$ cat config.mk
export PLATFORM = sky130hd
export DESIGN_NAME = utf8_byte_stream_decoder
export DESIGN_NICKNAME = d
export VERILOG_FILES = /design/src/ubsd_pkg.sv /design/src/ubsd_front.sv /design/src/ubsd_queue.sv /design/src/ubsd_back.sv /design/src/utf8_byte_stream_decoder.sv
export VERILOG_INCLUDE_DIRS = /design/src /design/src/src
export SDC_FILE = /design/constraint.sdc
export NUM_CORES = 1
export LEC_CHECK = 0
export ABC_AREA = 1
export BUFFER_PORTS_ARGS = -buffer_cell sky130_fd_sc_hd__buf_2
export CORE_MARGIN = 1
export CORE_UTILIZATION = 30
export CTS_CLUSTER_DIAMETER = 80
export DETAILED_ROUTE_END_ITERATION = 6
export GPL_TIMING_DRIVEN = 1
export HOLD_SLACK_MARGIN = 0.06
export PLACE_DENSITY = 0.49
export SLEW_MARGIN = 40
export SYNTH_ARGS = -nofsm -noshare
export SYNTH_HDL_FRONTEND = slang
export SYNTH_SLANG_ARGS = --single-unit
$ cat constraint.sdc
create_clock -name aclk -period 9.7 [get_ports aclk]
set_input_delay 0.97 -clock aclk [delete_from_list [all_inputs] [get_ports aclk]]
set_output_delay 0.97 -clock aclk [all_outputs]
set_load 0.005 [all_outputs]
$ cat src/utf8_byte_stream_decoder_defines.svh
// assertion macros shared by the utf8 byte stream decoder modules
// no dependencies; included by the files that carry assertions
`ifndef UTF8_BYTE_STREAM_DECODER_DEFINES_SVH
`define UTF8_BYTE_STREAM_DECODER_DEFINES_SVH

// expression must hold at every clock edge outside reset
`define UBSD_ASSERT_ALWAYS(label, clk, rstn, expr, msg) \
    label: assert property (@(posedge clk) disable iff (!rstn) (expr)) else $error(msg);

// consequent must hold in the same cycle as the antecedent
`define UBSD_ASSERT_IMPL(label, clk, rstn, ante, cons, msg) \
    label: assert property (@(posedge clk) disable iff (!rstn) (ante) |-> (cons)) \
        else $error(msg);

`endif

$ cat src/ubsd_pkg.sv
// shared types, constants and decode functions for the utf8 byte stream decoder
// no dependencies
`timescale 1ns / 1ps
`default_nettype none

package ubsd_pkg;

    localparam int unsigned CP_W        = 21;
    localparam int unsigned BYTE_W      = 8;
    localparam int unsigned QUEUE_DEPTH = 4;

    localparam logic [CP_W-1:0] QMARK = 21'd63;

    // sequence length codes
    localparam logic [2:0] LEN_NONE  = 3'd0;
    localparam logic [2:0] LEN_ONE   = 3'd1;
    localparam logic [2:0] LEN_TWO   = 3'd2;
    localparam logic [2:0] LEN_THREE = 3'd3;
    localparam logic [2:0] LEN_FOUR  = 3'd4;

    // one decoded job: up to three code points from a single byte
    typedef struct packed {
        logic                  fin;
        logic [1:0]            last_idx;
        logic [2:0][CP_W-1:0]  cp;
    } job_t;

    function automatic logic [2:0] lead_len(input logic [7:0] c);
        logic [2:0] len;
        if (c[7] == 1'b0) begin
            len = LEN_ONE;
        end else if (c[7:5] == 3'h6) begin
            len = LEN_TWO;
        end else if (c[7:4] == 4'hE) begin
            len = LEN_THREE;
        end else if (c[7:3] == 5'h1E) begin
            len = LEN_FOUR;
        end else begin
            len = LEN_NONE;
        end
        return len;
    endfunction

    // a byte decoded as a lone lead at the end of a text
    function automatic logic [CP_W-1:0] single(input logic [7:0] c);
        logic [CP_W-1:0] cp;
        if (c[7] == 1'b0) begin
            cp = {13'd0, c};
        end else begin
            cp = QMARK;
        end
        return cp;
    endfunction

    function automatic logic [CP_W-1:0] combine(input logic [2:0] len,
                                                input logic [7:0] h0,
                                                input logic [7:0] h1,
                                                input logic [7:0] h2,
                                                input logic [7:0] b);
        logic [CP_W-1:0] cp;
        case (len)
            LEN_TWO:   cp = {10'd0, h0[4:0], b[5:0]};
            LEN_THREE: cp = {5'd0, h0[3:0], h1[5:0], b[5:0]};
            LEN_FOUR:  cp = {h0[2:0], h1[5:0], h2[5:0], b[5:0]};
            default:   cp = QMARK;
        endcase
        return cp;
    endfunction

endpackage

`default_nettype wire

$ cat src/ubsd_front.sv
// front end: accepts bytes, tracks the open sequence and builds result jobs
// depends on ubsd_pkg and utf8_byte_stream_decoder_defines.svh
`timescale 1ns / 1ps
`default_nettype none

`include "utf8_byte_stream_decoder_defines.svh"

module ubsd_front (
    input  wire logic          aclk,
    input  wire logic          aresetn,
    input  wire logic          accept,
    input  wire logic [7:0]    text_byte,
    input  wire logic          final_byte,
    output ubsd_pkg::job_t     job,
    output logic               push
);

    logic [7:0] h0_reg, h0_next;
    logic [7:0] h1_reg, h1_next;
    logic [7:0] h2_reg, h2_next;
    logic [1:0] hc_reg, hc_next;
    logic [2:0] seqlen_reg, seqlen_next;
    logic [2:0] len;

    always_comb begin
        h0_next     = h0_reg;
        h1_next     = h1_reg;
        h2_next     = h2_reg;
        hc_next     = hc_reg;
        seqlen_next = seqlen_reg;
        push        = 1'b0;
        job         = '0;
        job.fin     = final_byte;
        len         = ubsd_pkg::lead_len(text_byte);
        if (accept) begin
            if (seqlen_reg == ubsd_pkg::LEN_NONE) begin
                if (len == ubsd_pkg::LEN_ONE) begin
                    push      = 1'b1;
                    job.cp[0] = {13'd0, text_byte};
                end else if (len == ubsd_pkg::LEN_NONE || final_byte) begin
                    push      = 1'b1;
                    job.cp[0] = ubsd_pkg::QMARK;
                end else begin
                    h0_next     = text_byte;
                    hc_next     = 2'd1;
                    seqlen_next = len;
                end
            end else if (({1'b0, hc_reg} + 3'd1) >= seqlen_reg) begin
                push        = 1'b1;
                job.cp[0]   = ubsd_pkg::combine(seqlen_reg, h0_reg, h1_reg, h2_reg,
                                                text_byte);
                hc_next     = 2'd0;
                seqlen_next = ubsd_pkg::LEN_NONE;
            end else if (final_byte) begin
                // truncated sequence: lead gives '?', the rest is decoded again
                push      = 1'b1;
                job.cp[0] = ubsd_pkg::QMARK;
                if (hc_reg == 2'd1) begin
                    job.cp[1]    = ubsd_pkg::single(text_byte);
                    job.last_idx = 2'd1;
                end else if (ubsd_pkg::lead_len(h1_reg) == ubsd_pkg::LEN_TWO) begin
                    job.cp[1]    = ubsd_pkg::combine(ubsd_pkg::LEN_TWO, h1_reg, 8'd0,
                                                     8'd0, text_byte);
                    job.last_idx = 2'd1;
                end else begin
                    job.cp[1]    = ubsd_pkg::single(h1_reg);
                    job.cp[2]    = ubsd_pkg::single(text_byte);
                    job.last_idx = 2'd2;
                end
            end else begin
                case (hc_reg)
                    2'd1:    h1_next = text_byte;
                    2'd2:    h2_next = text_byte;
                    default: h0_next = text_byte;
                endcase
                hc_next = hc_reg + 2'd1;
            end
            if (final_byte) begin
                hc_next     = 2'd0;
                seqlen_next = ubsd_pkg::LEN_NONE;
            end
        end
    end

    always_ff @(posedge aclk) begin
        h0_reg <= h0_next;
        h1_reg <= h1_next;
        h2_reg <= h2_next;
        if (!aresetn) begin
            hc_reg     <= 2'd0;
            seqlen_reg <= ubsd_pkg::LEN_NONE;
        end else begin
            hc_reg     <= hc_next;
            seqlen_reg <= seqlen_next;
        end
    end

    `UBSD_ASSERT_IMPL(a_idle_no_held, aclk, aresetn, seqlen_reg == ubsd_pkg::LEN_NONE, hc_reg == 2'd0, "bytes held with no open sequence")
    `UBSD_ASSERT_IMPL(a_held_below_len, aclk, aresetn, seqlen_reg != ubsd_pkg::LEN_NONE, ({1'b0, hc_reg} < seqlen_reg) && (seqlen_reg <= ubsd_pkg::LEN_FOUR), "held count reached sequence length")

endmodule

`default_nettype wire

$ cat src/ubsd_queue.sv
// short job queue between the front end and the output stage
// depends on ubsd_pkg and utf8_byte_stream_decoder_defines.svh
`timescale 1ns / 1ps
`default_nettype none

`include "utf8_byte_stream_decoder_defines.svh"

module ubsd_queue #(
    parameter int unsigned DEPTH = ubsd_pkg::QUEUE_DEPTH
) (
    input  wire logic           aclk,
    input  wire logic           aresetn,
    input  wire logic           push,
    input  wire ubsd_pkg::job_t push_job,
    output logic                not_full,
    input  wire logic           pop,
    output ubsd_pkg::job_t      head_job,
    output logic                not_empty
);

    localparam int unsigned PTR_W = (DEPTH > 1) ? $clog2(DEPTH) : 1;
    localparam int unsigned CNT_W = $clog2(DEPTH + 1);
    localparam logic [PTR_W-1:0] LAST_PTR = PTR_W'(DEPTH - 1);
    localparam logic [CNT_W-1:0] FULL_CNT = CNT_W'(DEPTH);

    ubsd_pkg::job_t   slots_reg [DEPTH];
    logic [PTR_W-1:0] wr_ptr_reg, wr_ptr_next;
    logic [PTR_W-1:0] rd_ptr_reg, rd_ptr_next;
    logic [CNT_W-1:0] cnt_reg, cnt_next;

    assign not_full  = (cnt_reg != FULL_CNT);
    assign not_empty = (cnt_reg != '0);
    assign head_job  = slots_reg[rd_ptr_reg];

    always_comb begin
        wr_ptr_next = wr_ptr_reg;
        rd_ptr_next = rd_ptr_reg;
        cnt_next    = cnt_reg;
        if (push) begin
            wr_ptr_next = (wr_ptr_reg == LAST_PTR) ? '0 : wr_ptr_reg + PTR_W'(1);
        end
        if (pop) begin
            rd_ptr_next = (rd_ptr_reg == LAST_PTR) ? '0 : rd_ptr_reg + PTR_W'(1);
        end
        if (push && !pop) begin
            cnt_next = cnt_reg + CNT_W'(1);
        end else if (pop && !push) begin
            cnt_next = cnt_reg - CNT_W'(1);
        end
    end

    always_ff @(posedge aclk) begin
        if (push) begin
            slots_reg[wr_ptr_reg] <= push_job;
        end
        if (!aresetn) begin
            wr_ptr_reg <= '0;
            rd_ptr_reg <= '0;
            cnt_reg    <= '0;
        end else begin
            wr_ptr_reg <= wr_ptr_next;
            rd_ptr_reg <= rd_ptr_next;
            cnt_reg    <= cnt_next;
        end
    end

    `UBSD_ASSERT_IMPL(a_no_push_full, aclk, aresetn, push, not_full,
                      "job pushed into full queue")
    `UBSD_ASSERT_IMPL(a_no_pop_empty, aclk, aresetn, pop, not_empty,
                      "job popped from empty queue")
    `UBSD_ASSERT_ALWAYS(a_cnt_range, aclk, aresetn, cnt_reg <= FULL_CNT,
                        "queue count beyond depth")

endmodule

`default_nettype wire

$ cat src/ubsd_back.sv
// output stage: holds one job and sends its code points one transfer at a time
// depends on ubsd_pkg and utf8_byte_stream_decoder_defines.svh
`timescale 1ns / 1ps
`default_nettype none

`include "utf8_byte_stream_decoder_defines.svh"

module ubsd_back (
    input  wire logic           aclk,
    input  wire logic           aresetn,
    input  wire ubsd_pkg::job_t head_job,
    input  wire logic           head_valid,
    output logic                pop,
    output logic                m_tvalid,
    input  wire logic           m_tready,
    output logic [23:0]         m_tdata,
    output logic                m_tuser,
    output logic                m_tlast
);

    ubsd_pkg::job_t  job_reg, job_next;
    logic [1:0]      idx_reg, idx_next;
    logic            valid_reg, valid_next;
    logic            at_last;
    logic [ubsd_pkg::CP_W-1:0] cp_sel;

    assign at_last = (idx_reg == job_reg.last_idx);

    always_comb begin
        case (idx_reg)
            2'd1:    cp_sel = job_reg.cp[1];
            2'd2:    cp_sel = job_reg.cp[2];
            default: cp_sel = job_reg.cp[0];
        endcase
    end

    assign m_tvalid = valid_reg;
    assign m_tdata  = {3'd0, cp_sel};
    assign m_tuser  = at_last;
    assign m_tlast  = at_last && job_reg.fin;

    always_comb begin
        job_next   = job_reg;
        idx_next   = idx_reg;
        valid_next = valid_reg;
        pop        = 1'b0;
        if (!valid_reg || (m_tready && at_last)) begin
            // current job done or none held: take the next one at once
            pop        = head_valid;
            job_next   = head_job;
            idx_next   = 2'd0;
            valid_next = head_valid;
        end else if (m_tready) begin
            idx_next = idx_reg + 2'd1;
        end
    end

    always_ff @(posedge aclk) begin
        job_reg <= job_next;
        if (!aresetn) begin
            idx_reg   <= 2'd0;
            valid_reg <= 1'b0;
        end else begin
            idx_reg   <= idx_next;
            valid_reg <= valid_next;
        end
    end

    `UBSD_ASSERT_IMPL(a_idx_bound, aclk, aresetn, valid_reg,
                      (idx_reg <= job_reg.last_idx) && (job_reg.last_idx != 2'd3),
                      "result index beyond job")
    `UBSD_ASSERT_IMPL(a_text_end_item_end, aclk, aresetn, m_tvalid && m_tlast, m_tuser,
                      "end of text without end of item")

endmodule

`default_nettype wire

$ cat src/utf8_byte_stream_decoder.sv
// utf8 byte stream decoder, top level
// depends on ubsd_pkg, ubsd_front, ubsd_queue and ubsd_back
//
// input: one byte of utf-8 text per transfer on s_tdata[7:0], s_tlast set on the
// last byte of the text. output: one code point per transfer on m_tdata[20:0],
// m_tuser set on the last code point caused by an input byte, m_tlast set on the
// final code point of the text.
// a byte that completes or ends a sequence yields one job in a short queue; a byte
// inside a sequence yields nothing. each job is written into the queue, then taken
// into the output stage register, from which its first code point is offered.
// throughput is one byte and one code point per cycle while the queue has room and
// m_tready is high; a sequence cut short by the end of the text gives up to three
// code points, sent one transfer each by the output stage.
// when m_tready is low, jobs pile up in the queue (QUEUE_DEPTH entries) and
// s_tready drops once it is full; the offered transfer holds steady.
// reset empties the queue and the output stage and drops any open sequence.
`timescale 1ns / 1ps
`default_nettype none

module utf8_byte_stream_decoder #(
    parameter int unsigned QUEUE_DEPTH = ubsd_pkg::QUEUE_DEPTH
) (
    input  wire logic        aclk,
    input  wire logic        aresetn,
    input  wire logic        s_tvalid,
    output logic             s_tready,
    input  wire logic [7:0]  s_tdata,   // [7:0] text_byte
    input  wire logic        s_tlast,   // final_byte
    output logic             m_tvalid,
    input  wire logic        m_tready,
    output logic [23:0]      m_tdata,   // [20:0] code_point, [23:21] zero
    output logic             m_tuser,   // [0] last_of_item
    output logic             m_tlast    // last_of_text
);

    ubsd_pkg::job_t push_job;
    ubsd_pkg::job_t head_job;
    logic           push;
    logic           pop;
    logic           not_full;
    logic           not_empty;
    logic           accept;

    assign s_tready = not_full;
    assign accept   = s_tvalid && not_full;

    ubsd_front u_front (
        .aclk       (aclk),
        .aresetn    (aresetn),
        .accept     (accept),
        .text_byte  (s_tdata),
        .final_byte (s_tlast),
        .job        (push_job),
        .push       (push)
    );

    ubsd_queue #(
        .DEPTH (QUEUE_DEPTH)
    ) u_queue (
        .aclk      (aclk),
        .aresetn   (aresetn),
        .push      (push),
        .push_job  (push_job),
        .not_full  (not_full),
        .pop       (pop),
        .head_job  (head_job),
        .not_empty (not_empty)
    );

    ubsd_back u_back (
        .aclk       (aclk),
        .aresetn    (aresetn),
        .head_job   (head_job),
        .head_valid (not_empty),
        .pop        (pop),
        .m_tvalid   (m_tvalid),
        .m_tready   (m_tready),
        .m_tdata    (m_tdata),
        .m_tuser    (m_tuser),
        .m_tlast    (m_tlast)
    );

endmodule

`default_nettype wire
Word-level counts from Yosys, hierarchy flattened. Memories as Yosys holds them, arrays and structs flattened. A register that Yosys moved wholly into a read port is not among the register bits. Index checks and enable logic that the tools add are counted. Widths: inputs -> output; s select.

Memories kept: 1. Flip-flop bits (word level): 34. Word-level logic and storage cells: 131. Bits in writable memories: 264.

Muxes and demuxes: 60. Magnitude comparators: 1. Add/subtract/negate cells: 7. Reduce and logical (&&, ||, !) cells: 22. Bitwise operators: 4. Equality and inequality tests: 26.

Memory list: u_queue.slots_reg (depth 4, width 66, read ports 1, clocked after memory_dff 1, wr ports 1, RTL line ubsd_queue.sv:26) `ubsd_pkg::job_t slots_reg [DEPTH];`.

Operator list (number): $mux 65 (2); $mux 44 (2); $mux 21 (4); $pmux 21 s3 (1); $mux 3 (20); $pmux 21 s2 (1); $mux 5 (6); $mux 7 (3); $mux 2 (9); $mux 11 (1); $eq 5x5->1 const B (2); $reduce_and 5->1 (2); $eq 3x2->1 const B (3); $eq 3x3->1 const B (3); $mux 1 (9); $ne 3x3->1 const B (3); $add 2x1->2 const B (4); $eq 2x2->1 const B (4); $eq 4x4->1 const B (2); $mux 8 (1); $logic_not 3->1 (2); $mux 6 (1); $ne 2x1->1 const B (3); $reduce_and 6->1 (1); other kinds (17) (31).

Logic depth before layout (Yosys ltp). Gate-level depths: netlist of the first run.

Depth after elaboration: 17. Depth in mapped cells: 19. Gate-level depth less buffers: 18.

Hierarchy. A second synthesis of the first run with hierarchy kept.

Cell total of the unflattened synthesis: 1175. Area, all modules: 15517.4 µm².

By module, submodules not included: ubsd_queue (times used 1, area each 10841.6 µm², cells an instance 698, sequential area each 8107.8 µm²); ubsd_back (times used 1, area each 2630.0 µm², cells an instance 194, sequential area each 2042.0 µm²); ubsd_front (times used 1, area each 2038.2 µm², cells an instance 281, sequential area each 670.6 µm²); utf8_byte_stream_decoder (times used 1, area each 7.5 µm², cells an instance 2, sequential area each 0.0 µm²).

Worst setup path after synthesis of the first run. OpenSTA, ideal clock, no wires.

Path type: reg-to-reg. Start point: reg u_front.hc_reg[0]. End point: mem u_queue.slots_reg[0][0] (netlist name), enable pin. Clock period less this slack: 3882 ps. Path slack: 5818 ps. Setup time: 442 ps. Arrival time: 3440 ps. Buffers on the path: 1. Cell stages (with the launch flop): 10. Cell sequence: dfxtp_1 -> inv_1 -> ha_1 -> inv_1 -> ha_1 -> nand3_1 -> nand4_4 -> nand3_4 -> buf_6 -> nor2_1.

Longest elaborated chain between the ends: 7.

RTL lines: start: declaration (RTL line ubsd_front.sv:21) `logic [1:0] hc_reg, hc_next;`; start signal: assignment (RTL line ubsd_front.sv:93) `hc_reg <= hc_next;`; $add 2x1->3 (RTL line ubsd_front.sv:48) `end else if (({1'b0, hc_reg} + 3'd1) >= seqlen_reg) begin`; $ge 3x3->1 (RTL line ubsd_front.sv:48); $mux 1 (RTL line ubsd_front.sv:48); $mux 1 (RTL line ubsd_front.sv:36) `if (seqlen_reg == ubsd_pkg::LEN_NONE) begin`; $mux 1 (RTL line ubsd_front.sv:35) `if (accept) begin`; $mux 1 (RTL line ubsd_queue.sv:53) `if (push) begin`; $mux 1 (implied by the code) (RTL line ubsd_queue.sv:54) `slots_reg[wr_ptr_reg] <= push_job;`; end: declaration (RTL line ubsd_queue.sv:26).

Every way passes these cells.

Worst setup path after layout of the first run.
Start point: reg u_back.idx_reg[0]. End point: out m_tdata[8].

Longest elaborated chain between the ends: 2. Elaborated cells between the ends (all ways): 3. Classes of those cells: eq/ne: 2; mux: 1.

RTL lines: start: declaration (RTL line ubsd_back.sv:22) `logic [1:0] idx_reg, idx_next;`; start signal: assignment (RTL line ubsd_back.sv:64) `idx_reg <= idx_next;`; $eq 2x2->1 / $eq 2x1->1 (equally long branches) (RTL line ubsd_back.sv:30) `case (idx_reg)`; $pmux 21 s2 * (RTL line ubsd_back.sv:30); end: declaration (RTL line utf8_byte_stream_decoder.sv:31) `output logic [23:0] m_tdata,`.

Every way passes the cells marked *; elsewhere a longest branch is shown, timed or not.

==> metrics.cfg, run 1 <==
[status]
outcome=complete, no violations

[layout]
flow.area_growth_from_synthesis_pct=15.6
final_common_cell=edfxtp_1
fin_util_pct=35.5
ff_latch_area_um2=7180
drive_gt1_share_pct=12.6
nets=894
mostFrequentLayoutCells=edfxtp_1, nor2_1, o21ai_0
largest_reg_flops=168
fill_cells=3227
multi_input_comb_area_um2=2490
antenna_cells=0

[drt]
drt-wirelength-per-cell_um=17.3
drcViolationCount=0
dr.first_iter.drc_count=490
drtAntennaViolNets=0
vias=6202
routed_via_density=4.67
firstDrtPassIters=5
routed_wl_mm=23.0

[global_routing]
met1_usage_pct=20.6
grt_antenna_before_repair=0
use_met3_pct=2.10
grt_start_max_net_pins=85
track_usage_pct=13.6
grt_overflow=0
grt_pass1_wl_mm=34.9
grtUsageMet2_pct=19.9
grt_pass1_vias=5762
busiest_layer=met1

[yosys]
yosysSeqAreaShare_pct=71.5
netlist_area_um2=10000
avgSynthCellArea_um2=12.1
synth_cell_types=39
synth_seq_cells=244
syn_inst=827
netlist.area_leader.share_pct=68.5
yosys_warnings=0
synth_area_leader_cell=edfxtp_1
synthTopCellsByArea=edfxtp_1, nor2_1, o21ai_0

[floorplan]
ioPinCount=41
initial_utilization_pct=30.7
fp.dieArea_um2=34200
dieHeight_um=185
core-area_um2=32700
num_rows=66
dieWidth_um=185

[sta]
fin_worst_skew_ns=0.0276
rsz0062_at_grt=false
slew_viol_final=0
finalCriticalPeriod_ns=3.39
finalSetupViolations=0
finalHoldViolations=0
worst_slack_ns=6.31
period_share_pct=34.9
fmax_mhz=295
max_slew_margin_pct=41.4
tightest_slew_ns=0.872
fin_setup_tns_ns=0

[pwr]
p_leak_nw=4.35
power.density_nw_per_um2=288
ir_drop_uv=164
finalPower_mw=3.34

[setup_path]
max_stage_delay_ns=0.69
cpMaxStageDelayCell=ha_2
setup.worst_path.start_class=flip-flop
crit_path_max_fanout=23
crit_path_cell_trace=inv_1 > ha_2 > inv_1 > nand2_1 > inv_1 > a22o_1 > buf_2
path_class=reg -> out
endpoint_kind=output port
cp.required_ns=8.73
critPathArrivalTime_ns=2.42
crit_top_cell=inv_1

[clock_tree]
cts_hold_buf=0
cts_setup_buffers=0
clk_pin_slew_worst_paths_ns=0.05
clock_sinks=244
worstSkewPairLatency_ns=0.54
clk_path_buf_depth=3
cts_resized=0
htree_levels=1
cts_tree=done
clockRootBuffer=clkbuf_16
cts_made_buffers=27

[place]
io_buffers=37
dpl.hpwl_mm=14.2
dpl_worst_slack_ns=6.50
place_congestion=0.811

[worst_hold_path]
hp-class=reg -> reg

[run]
max_cap_viol_count=0

==> power by group <==
| part | internal [mW] | switching, mW | total [mW] |
|---|---|---|---|
| clock network | 0.602 | 0.395 | 0.997 |
| registers | 1.43 | 0.0862 | 1.51 |
| logic | 0.255 | 0.577 | 0.832 |
==> cell usage after synthesis <==
| cell type | count |
|---|---|
| edfxtp_1 | 229 |
| nor2_1 | 145 |
| o21ai_0 | 91 |
| nand2_1 | 86 |
| inv_1 | 61 |
| o22ai_1 | 44 |
| clkbuf_1 | 28 |
| nand3_1 | 25 |
| a21oi_1 | 23 |
| dfxtp_1 | 15 |
| ha_1 | 14 |
| nor3_1 | 11 |
| buf_4 | 5 |
| inv_2 | 5 |
| o221ai_1 | 5 |
| a22o_1 | 4 |
| a221oi_1 | 3 |
| buf_2 | 3 |
| nor3_2 | 3 |
| nand2_2 | 2 |
| nand3_2 | 2 |
| nand3_4 | 2 |
| nand3b_1 | 2 |
| o21ai_2 | 2 |
| or2_2 | 2 |
| xnor2_1 | 2 |
| a21oi_2 | 1 |
| a31oi_1 | 1 |
| buf_1 | 1 |
| buf_6 | 1 |
| clkinv_1 | 1 |
| conb_1 | 1 |
| fa_1 | 1 |
| nand4_2 | 1 |
| nand4_4 | 1 |
| nor2_2 | 1 |
| nor3b_1 | 1 |
| o21ai_1 | 1 |
| o21bai_1 | 1 |
==> worst max-delay path, delay by kind of cell, from the launching register on <==
family | cells | cell delay [ns]
adders and majority gates | 1 | 0.69
buffers and inverters | 4 | 0.48
DFF | 1 | 0.40
AOI/OAI and AO/OA | 1 | 0.23
and+or+nand+nor | 1 | 0.09
==> layer usage <==
metal / up-vias / part of all wire (%)
met5: - / 0
met4: 0 / 1.8
met3: 27 / 4.7
met2: 143 / 42
met1: 3019 / 51
li1: 3013 / -
==> logic make-up after synthesis <==
group	count (synthesis)	synth area share, %
XOR/XNOR	2	0.175
AND/OR/NAND/NOR	284	12.2
other	1	0.0374
buffers and inverters	105	4.23
AO/OA/AOI/OAI	176	9.93
adder cells (fa/ha/maj)	15	1.95
flip-flops	244	71.5
==> area by class of cell <==
type                            instances  area share (%)
Tap cell                              442            4.77
Clock inverter                         11            1.19
Sequential cell                       244            61.9
Multi-Input combinational cell        480            21.5
Clock buffer                           38            6.27
Timing Repair Buffer                   46            2.21
Inverter                               67            2.17
==> stage by stage <==
step                      instances  area [um2]  hold WS [ns]
after global routing           1328       11600         0.535
after CTS                      1328       11600         0.509
after global placement         1279       10700         0.489
after floorplan                 829       10000         0.470
after detailed placement       1279       10700         0.498
final                          1328       11600         0.506
==> worst paths after layout <==
kind	start	end	slack, ns	cells after the start
worst max-delay path	u_back.idx_reg[0]	m_tdata[8]	6.31	7
worst max register to register	u_front.hc_reg[0]	u_queue.cnt_reg[2]	6.63	16
worst min register to register	u_queue.cnt_reg[2]	u_queue.cnt_reg[2]	0.51	2
worst min-delay path	u_queue.cnt_reg[2]	u_queue.cnt_reg[2]	0.51	2
Note: power is estimated with default switching activity, not from simulation.
==> run 2, diff against run 1 <==
--- a/config.mk
+++ b/config.mk
@@ -6,7 +6,7 @@
 export SDC_FILE = /design/constraint.sdc
 export NUM_CORES = 1
 export LEC_CHECK = 0
-export ABC_AREA = 1
+export ABC_AREA = 0
 export BUFFER_PORTS_ARGS = -buffer_cell sky130_fd_sc_hd__buf_2
 export CORE_MARGIN = 1
 export CORE_UTILIZATION = 30
@@ -14,7 +14,7 @@
 export DETAILED_ROUTE_END_ITERATION = 6
 export GPL_TIMING_DRIVEN = 1
 export HOLD_SLACK_MARGIN = 0.06
-export PLACE_DENSITY = 0.49
+export PLACE_DENSITY = 0.5
 export SLEW_MARGIN = 40
 export SYNTH_ARGS = -nofsm -noshare
 export SYNTH_HDL_FRONTEND = slang
==> constraint.sdc (replaced) <==
create_clock -name aclk -period 2.77 [get_ports aclk]
set_input_delay 0.277 -clock aclk [delete_from_list [all_inputs] [get_ports aclk]]
set_output_delay 0.277 -clock aclk [all_outputs]
set_load 0.005 [all_outputs]
==> metrics.cfg, run 2 <==
[status]
outcome=finished with violations
violations=setup timing

[drt]
drtAntennaViolNets=0
drt-wirelength-per-cell_um=19.2
drcViolationCount=0
routed_wl_mm=20.8
dr.first_iter.drc_count=408
vias=5123
routed_via_density=4.71
firstDrtPassIters=7

[sta]
tightest_slew_ns=0.606
finalHoldViolations=0
fmax_mhz=354
hold-worst-slack_ns=0.0756
max_slew_margin_pct=59.3
rsz0062_at_grt=true
fin_worst_skew_ns=0.0262
finalSetupViolations=1
finalCriticalPeriod_ns=2.83
period_share_pct=102
worst_slack_ns=-0.0577
slew_viol_final=0

[global_routing]
grtUsageMet2_pct=21.6
use_met3_pct=2.24
met1_usage_pct=16.9
grt_overflow=0
grt_pass1_wl_mm=32.5
grt_start_max_net_pins=41
grt_pass1_vias=5517
grt_antenna_before_repair=0
busiest_layer=met2
track_usage_pct=12.8

[yosys]
yosys_most_used_dff=edfxtp_1
yosys_warnings=0
netlist_area_um2=9820
yosysSeqAreaShare_pct=73.1
synth_edf_count=229
netlist.area_leader.share_pct=70.0
synth_area_leader_cell=edfxtp_1
synth_most_common_cell=edfxtp_1
synth-async-reset-ratio_pct=0
syn_inst=554
synth_cell_types=54
avgSynthCellArea_um2=17.7
synth_common_cells=edfxtp_1, mux4_2, nor2_1, and2_1, nand2_1
synth_seq_cells=244
synthTopCellsByArea=edfxtp_1, mux4_2, dfxtp_1

[clock_tree]
cts_tree=done
clockRootBuffer=clkbuf_16
clk_path_buf_depth=3
htree_levels=1
clock_sinks=244
cts_made_buffers=27
clk_pin_slew_worst_paths_ns=0.06
worstSkewPairLatency_ns=0.53

[layout]
fill_cells=3013
flow.area_growth_from_synthesis_pct=19.2
drive_gt1_share_pct=28.0
mostFrequentLayoutCells=edfxtp_1, mux4_2, buf_2
fin_util_pct=36.7
antenna_cells=0
nets=664
final_common_cell=edfxtp_1
largest_reg_flops=168

[setup_path]
endpoint_kind=flip-flop
crit_path_max_fanout=4
cp.required_ns=3.23
critPathArrivalTime_ns=3.28
path_class=reg -> reg
setup.worst_path.start_class=flip-flop

[floorplan]
ioPinCount=41
initial_utilization_pct=30.8
fp.dieArea_um2=33500
dieHeight_um=183
core-area_um2=31900
dieWidth_um=183
num_rows=65

[worst_hold_path]
hp-class=in -> reg

[pwr]
p_leak_nw=4.07
finalPower_mw=10.2
power.density_nw_per_um2=867
ir_drop_uv=501

[place]
io_buffers=37
dpl_worst_slack_ns=-0.255
place_congestion=0.863
dpl.hpwl_mm=14.2

[run]
max_cap_viol_count=0

run 2: cell count changes after synthesis, moves of 9 or more:
cell / previous run / this run
a21oi_1: 23 / 14
a22oi_1: 0 / 13
and2_1: 0 / 19
and3_1: 0 / 13
clkbuf_1: 28 / 14
inv_1: 61 / 17
mux4_2: 0 / 42
nand2_1: 86 / 19
nand3_1: 25 / 3
nor2_1: 145 / 32
o21a_1: 0 / 14
o21ai_0: 91 / 12
o22ai_1: 44 / 9
run 2: stage by stage:
step           TNS (ns)  area [um2]  instances
2_1_floorplan    -0.273        9840        556
3_3_place_gp     -0.100       10800       1035
3_5_place_dp     -0.255       10800       1035
4_1_cts         -0.0343       11700       1086
5_1_grt          -0.159       11700       1088
6_report        -0.0577       11700       1088
run 2: area by class of cell:
cell class	count	area, um2	share of cell area (%)
Multi-Input combinational cell	266	2480	21.2
Sequential cell	244	7180	61.3
Clock buffer	30	687	5.86
Tap cell	435	544	4.65
Inverter	17	63.8	0.545
Clock inverter	16	110	0.940
Timing Repair Buffer	80	643	5.49
run 2: kinds of logic after synthesis:
logic type | after synthesis | share of synthesized area [%]
buffers and inverters | 46 | 2.16
XOR/XNOR | 5 | 0.446
multiplexers | 48 | 10.2
AO/OA/AOI/OAI | 81 | 5.82
adder cells (fa/ha/maj) | 15 | 1.99
AND/OR/NAND/NOR | 114 | 6.25
flip-flops | 244 | 73.1
other | 1 | 0.0382
run 2: per-layer routing:
| metal | part of all wire, % | vias up |
|---|---|---|
| met1 | 44 | 2620 |
| met5 | 0 | - |
| li1 | - | 2342 |
| met2 | 48 | 126 |
| met4 | 2.6 | 0 |
| met3 | 5.0 | 35 |
run 2: timing repair:
action | in CTS | in global routing
hold buffers | 3 | 1
pin swaps | 7 | 2
setup endpoints to repair | 1 | 157
gates resized for setup | 5 | 6
hold endpoints to repair | 5 | 1
setup buffers | 2 | 2
run 2: worst paths after layout:
| kind | startpoint | end | slack [ns] | cells after the start |
|---|---|---|---|---|
| worst min register to register | u_queue.wr_ptr_reg[1] | u_queue.wr_ptr_reg[1] | 0.51 | 2 |
| worst min-delay path | s_tdata[5] | u_front.h2_reg[5] | 0.08 | 1 |
| worst max-delay path | u_front.hc_reg[0] | u_queue.cnt_reg[2] | -0.06 | 12 |
| worst max register to register | u_front.hc_reg[0] | u_queue.cnt_reg[2] | -0.06 | 12 |
run 2: power by group:
part / leakage, nW / switching, mW / total [mW] / internal (mW)
sequential: 2.43 / 0.168 / 4.89 / 4.72
clock: 0.398 / 1.38 / 3.24 / 1.86
combinational: 1.24 / 1.07 / 2.03 / 0.960
total: 4.07 / 2.62 / 10.2 / 7.54
run 2: worst max-delay path, cell delays in order, from the launching register on:
cell      delay, ns
dfxtp_2        0.33
buf_4          0.15
ha_1           0.20
ha_1           0.30
nand2_1        0.07
o21a_1         0.22
a221oi_4       0.24
ha_2           0.23
inv_1          0.05
fa_2           0.34
xor2_1         0.16
or3_1          0.31
a21boi_1       0.14
==> run 3, diff against run 2 <==
--- a/config.mk
+++ b/config.mk
@@ -15,6 +15,7 @@
 export GPL_TIMING_DRIVEN = 1
 export HOLD_SLACK_MARGIN = 0.06
 export PLACE_DENSITY = 0.5
+export REMOVE_ABC_BUFFERS = 1
 export SLEW_MARGIN = 40
 export SYNTH_ARGS = -nofsm -noshare
 export SYNTH_HDL_FRONTEND = slang
==> metrics.cfg, run 3 (synthesis gave the netlist of run 2 again) <==
[status]
outcome=complete, no violations

[sta]
finalCriticalPeriod_ns=2.77
tightest_slew_ns=0.625
finalHoldViolations=0
fin_setup_tns_ns=0
fin_worst_skew_ns=0.0105
finalSetupViolations=0
fmax_mhz=362
max_slew_margin_pct=58.0
period_share_pct=99.9
rsz0062_at_grt=true
slew_viol_final=0

[setup_path]
cp_num_buf_inv=3
reg2reg_slack_ns=0.004
setup.worst_path.start_class=flip-flop
critPathArrivalTime_ns=3.22
rr_endpoint=u_queue.cnt_reg[2]
cp.required_ns=3.22
path_class=reg -> reg
endpoint_kind=flip-flop
max_stage_delay_ns=0.34
rr_worst_depth=13
cpMaxStageDelayCell=dfxtp_2
crit_path_max_fanout=2
reg2reg_from=u_front.hc_reg[0]
cp_top_family=adder cells
crit_path_cell_trace=inv_2 > ha_4 > inv_4 > ha_4 > nand2_2 > o21a_1 > a221oi_4 > ha_2 > inv_2 > fa_2 > xor2_1 > or3_1 > a21boi_2

[clock_tree]
htree_levels=1
clk_path_buf_depth=3
cts_tree=done
worstSkewPairLatency_ns=0.52
clk_pin_slew_worst_paths_ns=0.06
cts_made_buffers=27
clockRootBuffer=clkbuf_16
clock_sinks=244

[pwr]
finalPower_mw=10.3
clockPowerShare_pct=33.1
p_switching_mw=2.58
switching_share_pct=25.1
p_leak_nw=4.09
power.density_nw_per_um2=877
internal_power_mw=7.71
ir_drop_uv=463
combPwrFrac_pct=19.5
p_seq_share_pct=47.3

[layout]
nets=663
ff_latch_area_um2=7180
mostFrequentLayoutCells=edfxtp_1, mux4_2, buf_2
drive_gt1_share_pct=29.8
flow.area_growth_from_synthesis_pct=19.5
fill_cells=3009
final_common_cell=edfxtp_1
multi_input_comb_area_um2=2510
antenna_cells=0
largest_reg_flops=168

[drt]
routed_wl_mm=21.1
routed_via_density=4.69
drtAntennaViolNets=0
drcViolationCount=0
vias=5107
dr.first_iter.drc_count=375
firstDrtPassIters=5
drt-wirelength-per-cell_um=19.3

[floorplan]
core-area_um2=31900
initial_utilization_pct=30.8
fp.dieArea_um2=33500
ioPinCount=41
dieWidth_um=183
dieHeight_um=183
num_rows=65

[run]
max_cap_viol_count=0

[worst_hold_path]
min_path_cells=1
hold_start=s_tdata[1]
hp-class=in -> reg
hold_end=u_front.h1_reg[1]

[place]
place_congestion=0.771
io_buffers=37
dpl.hpwl_mm=13.3

[global_routing]
grt_pass1_vias=5429
track_usage_pct=12.8
grt_start_max_net_pins=30
grt_antenna_before_repair=0
grt_pass1_wl_mm=32.4
grt_overflow=0

## run 3: stage by stage
step | util [%] | worst slack, ns | instance area [um2] | instances | hold WS (ns)
after floorplan | - | -0.512 | 9680 | 527 | 0.371
after global placement | 33.7 | -0.0890 | 10700 | 1031 | 0.485
after detailed placement | 33.7 | -0.201 | 10700 | 1031 | 0.506
after CTS | 36.7 | -0.0236 | 11700 | 1088 | 0.0662
after global routing | 36.8 | -0.106 | 11700 | 1090 | 0.0745
final | 36.8 | 0.00414 | 11700 | 1090 | 0.0765
## run 3: per-layer routing
metal | wire length [um] | up-vias | global-route usage [%]
met2 | 10400 | 128 | 22.3
met3 | 791 | 41 | 1.95
met4 | 559 | 0 | 3.70
met5 | 0 | - | 0
met1 | 9310 | 2590 | 16.6
li1 | - | 2348 | -
## run 3: area by class of cell
type / count / area share, %
Inverter: 17 / 0.565
Clock buffer: 32 / 5.91
Sequential cell: 244 / 61.2
Timing Repair Buffer: 79 / 4.98
Multi-Input combinational cell: 266 / 21.4
Tap cell: 435 / 4.64
Clock inverter: 17 / 1.33
## run 3: power groups by stage
stage | Clock, mW | Sequential, mW | Combinational (mW)
floorplan | 0 | 5.05 | 1.09
global placement | 0 | 4.93 | 1.99
detailed placement | 0 | 4.95 | 2.02
CTS | 3.50 | 4.88 | 2.05
global route | 3.64 | 4.92 | 2.22
finish | 3.41 | 4.87 | 2.01
## run 3: what timing repair did
action,4_1_cts,5_1_grt
endpoints found under the hold margin,3,0
setup buffers,6,2
hold buffers,2,0
endpoints found under the setup margin,1,70
pin swaps,11,5
resized for setup,14,6
## run 3: worst max path at each step
stage	startpoint	endpoint	depth (start not counted)
6_report	u_front.hc_reg[0]	u_queue.cnt_reg[2]	13
4_1_cts	u_front.hc_reg[0]	u_queue.cnt_reg[2]	13
5_1_grt	u_front.hc_reg[0]	u_queue.cnt_reg[2]	13
3_5_place_dp	u_front.hc_reg[0]	u_queue.cnt_reg[2]	13
2_1_floorplan	u_front.hc_reg[0]	u_queue.slots_reg[3][0]	8
3_3_place_gp	u_front.hc_reg[0]	u_queue.cnt_reg[2]	13
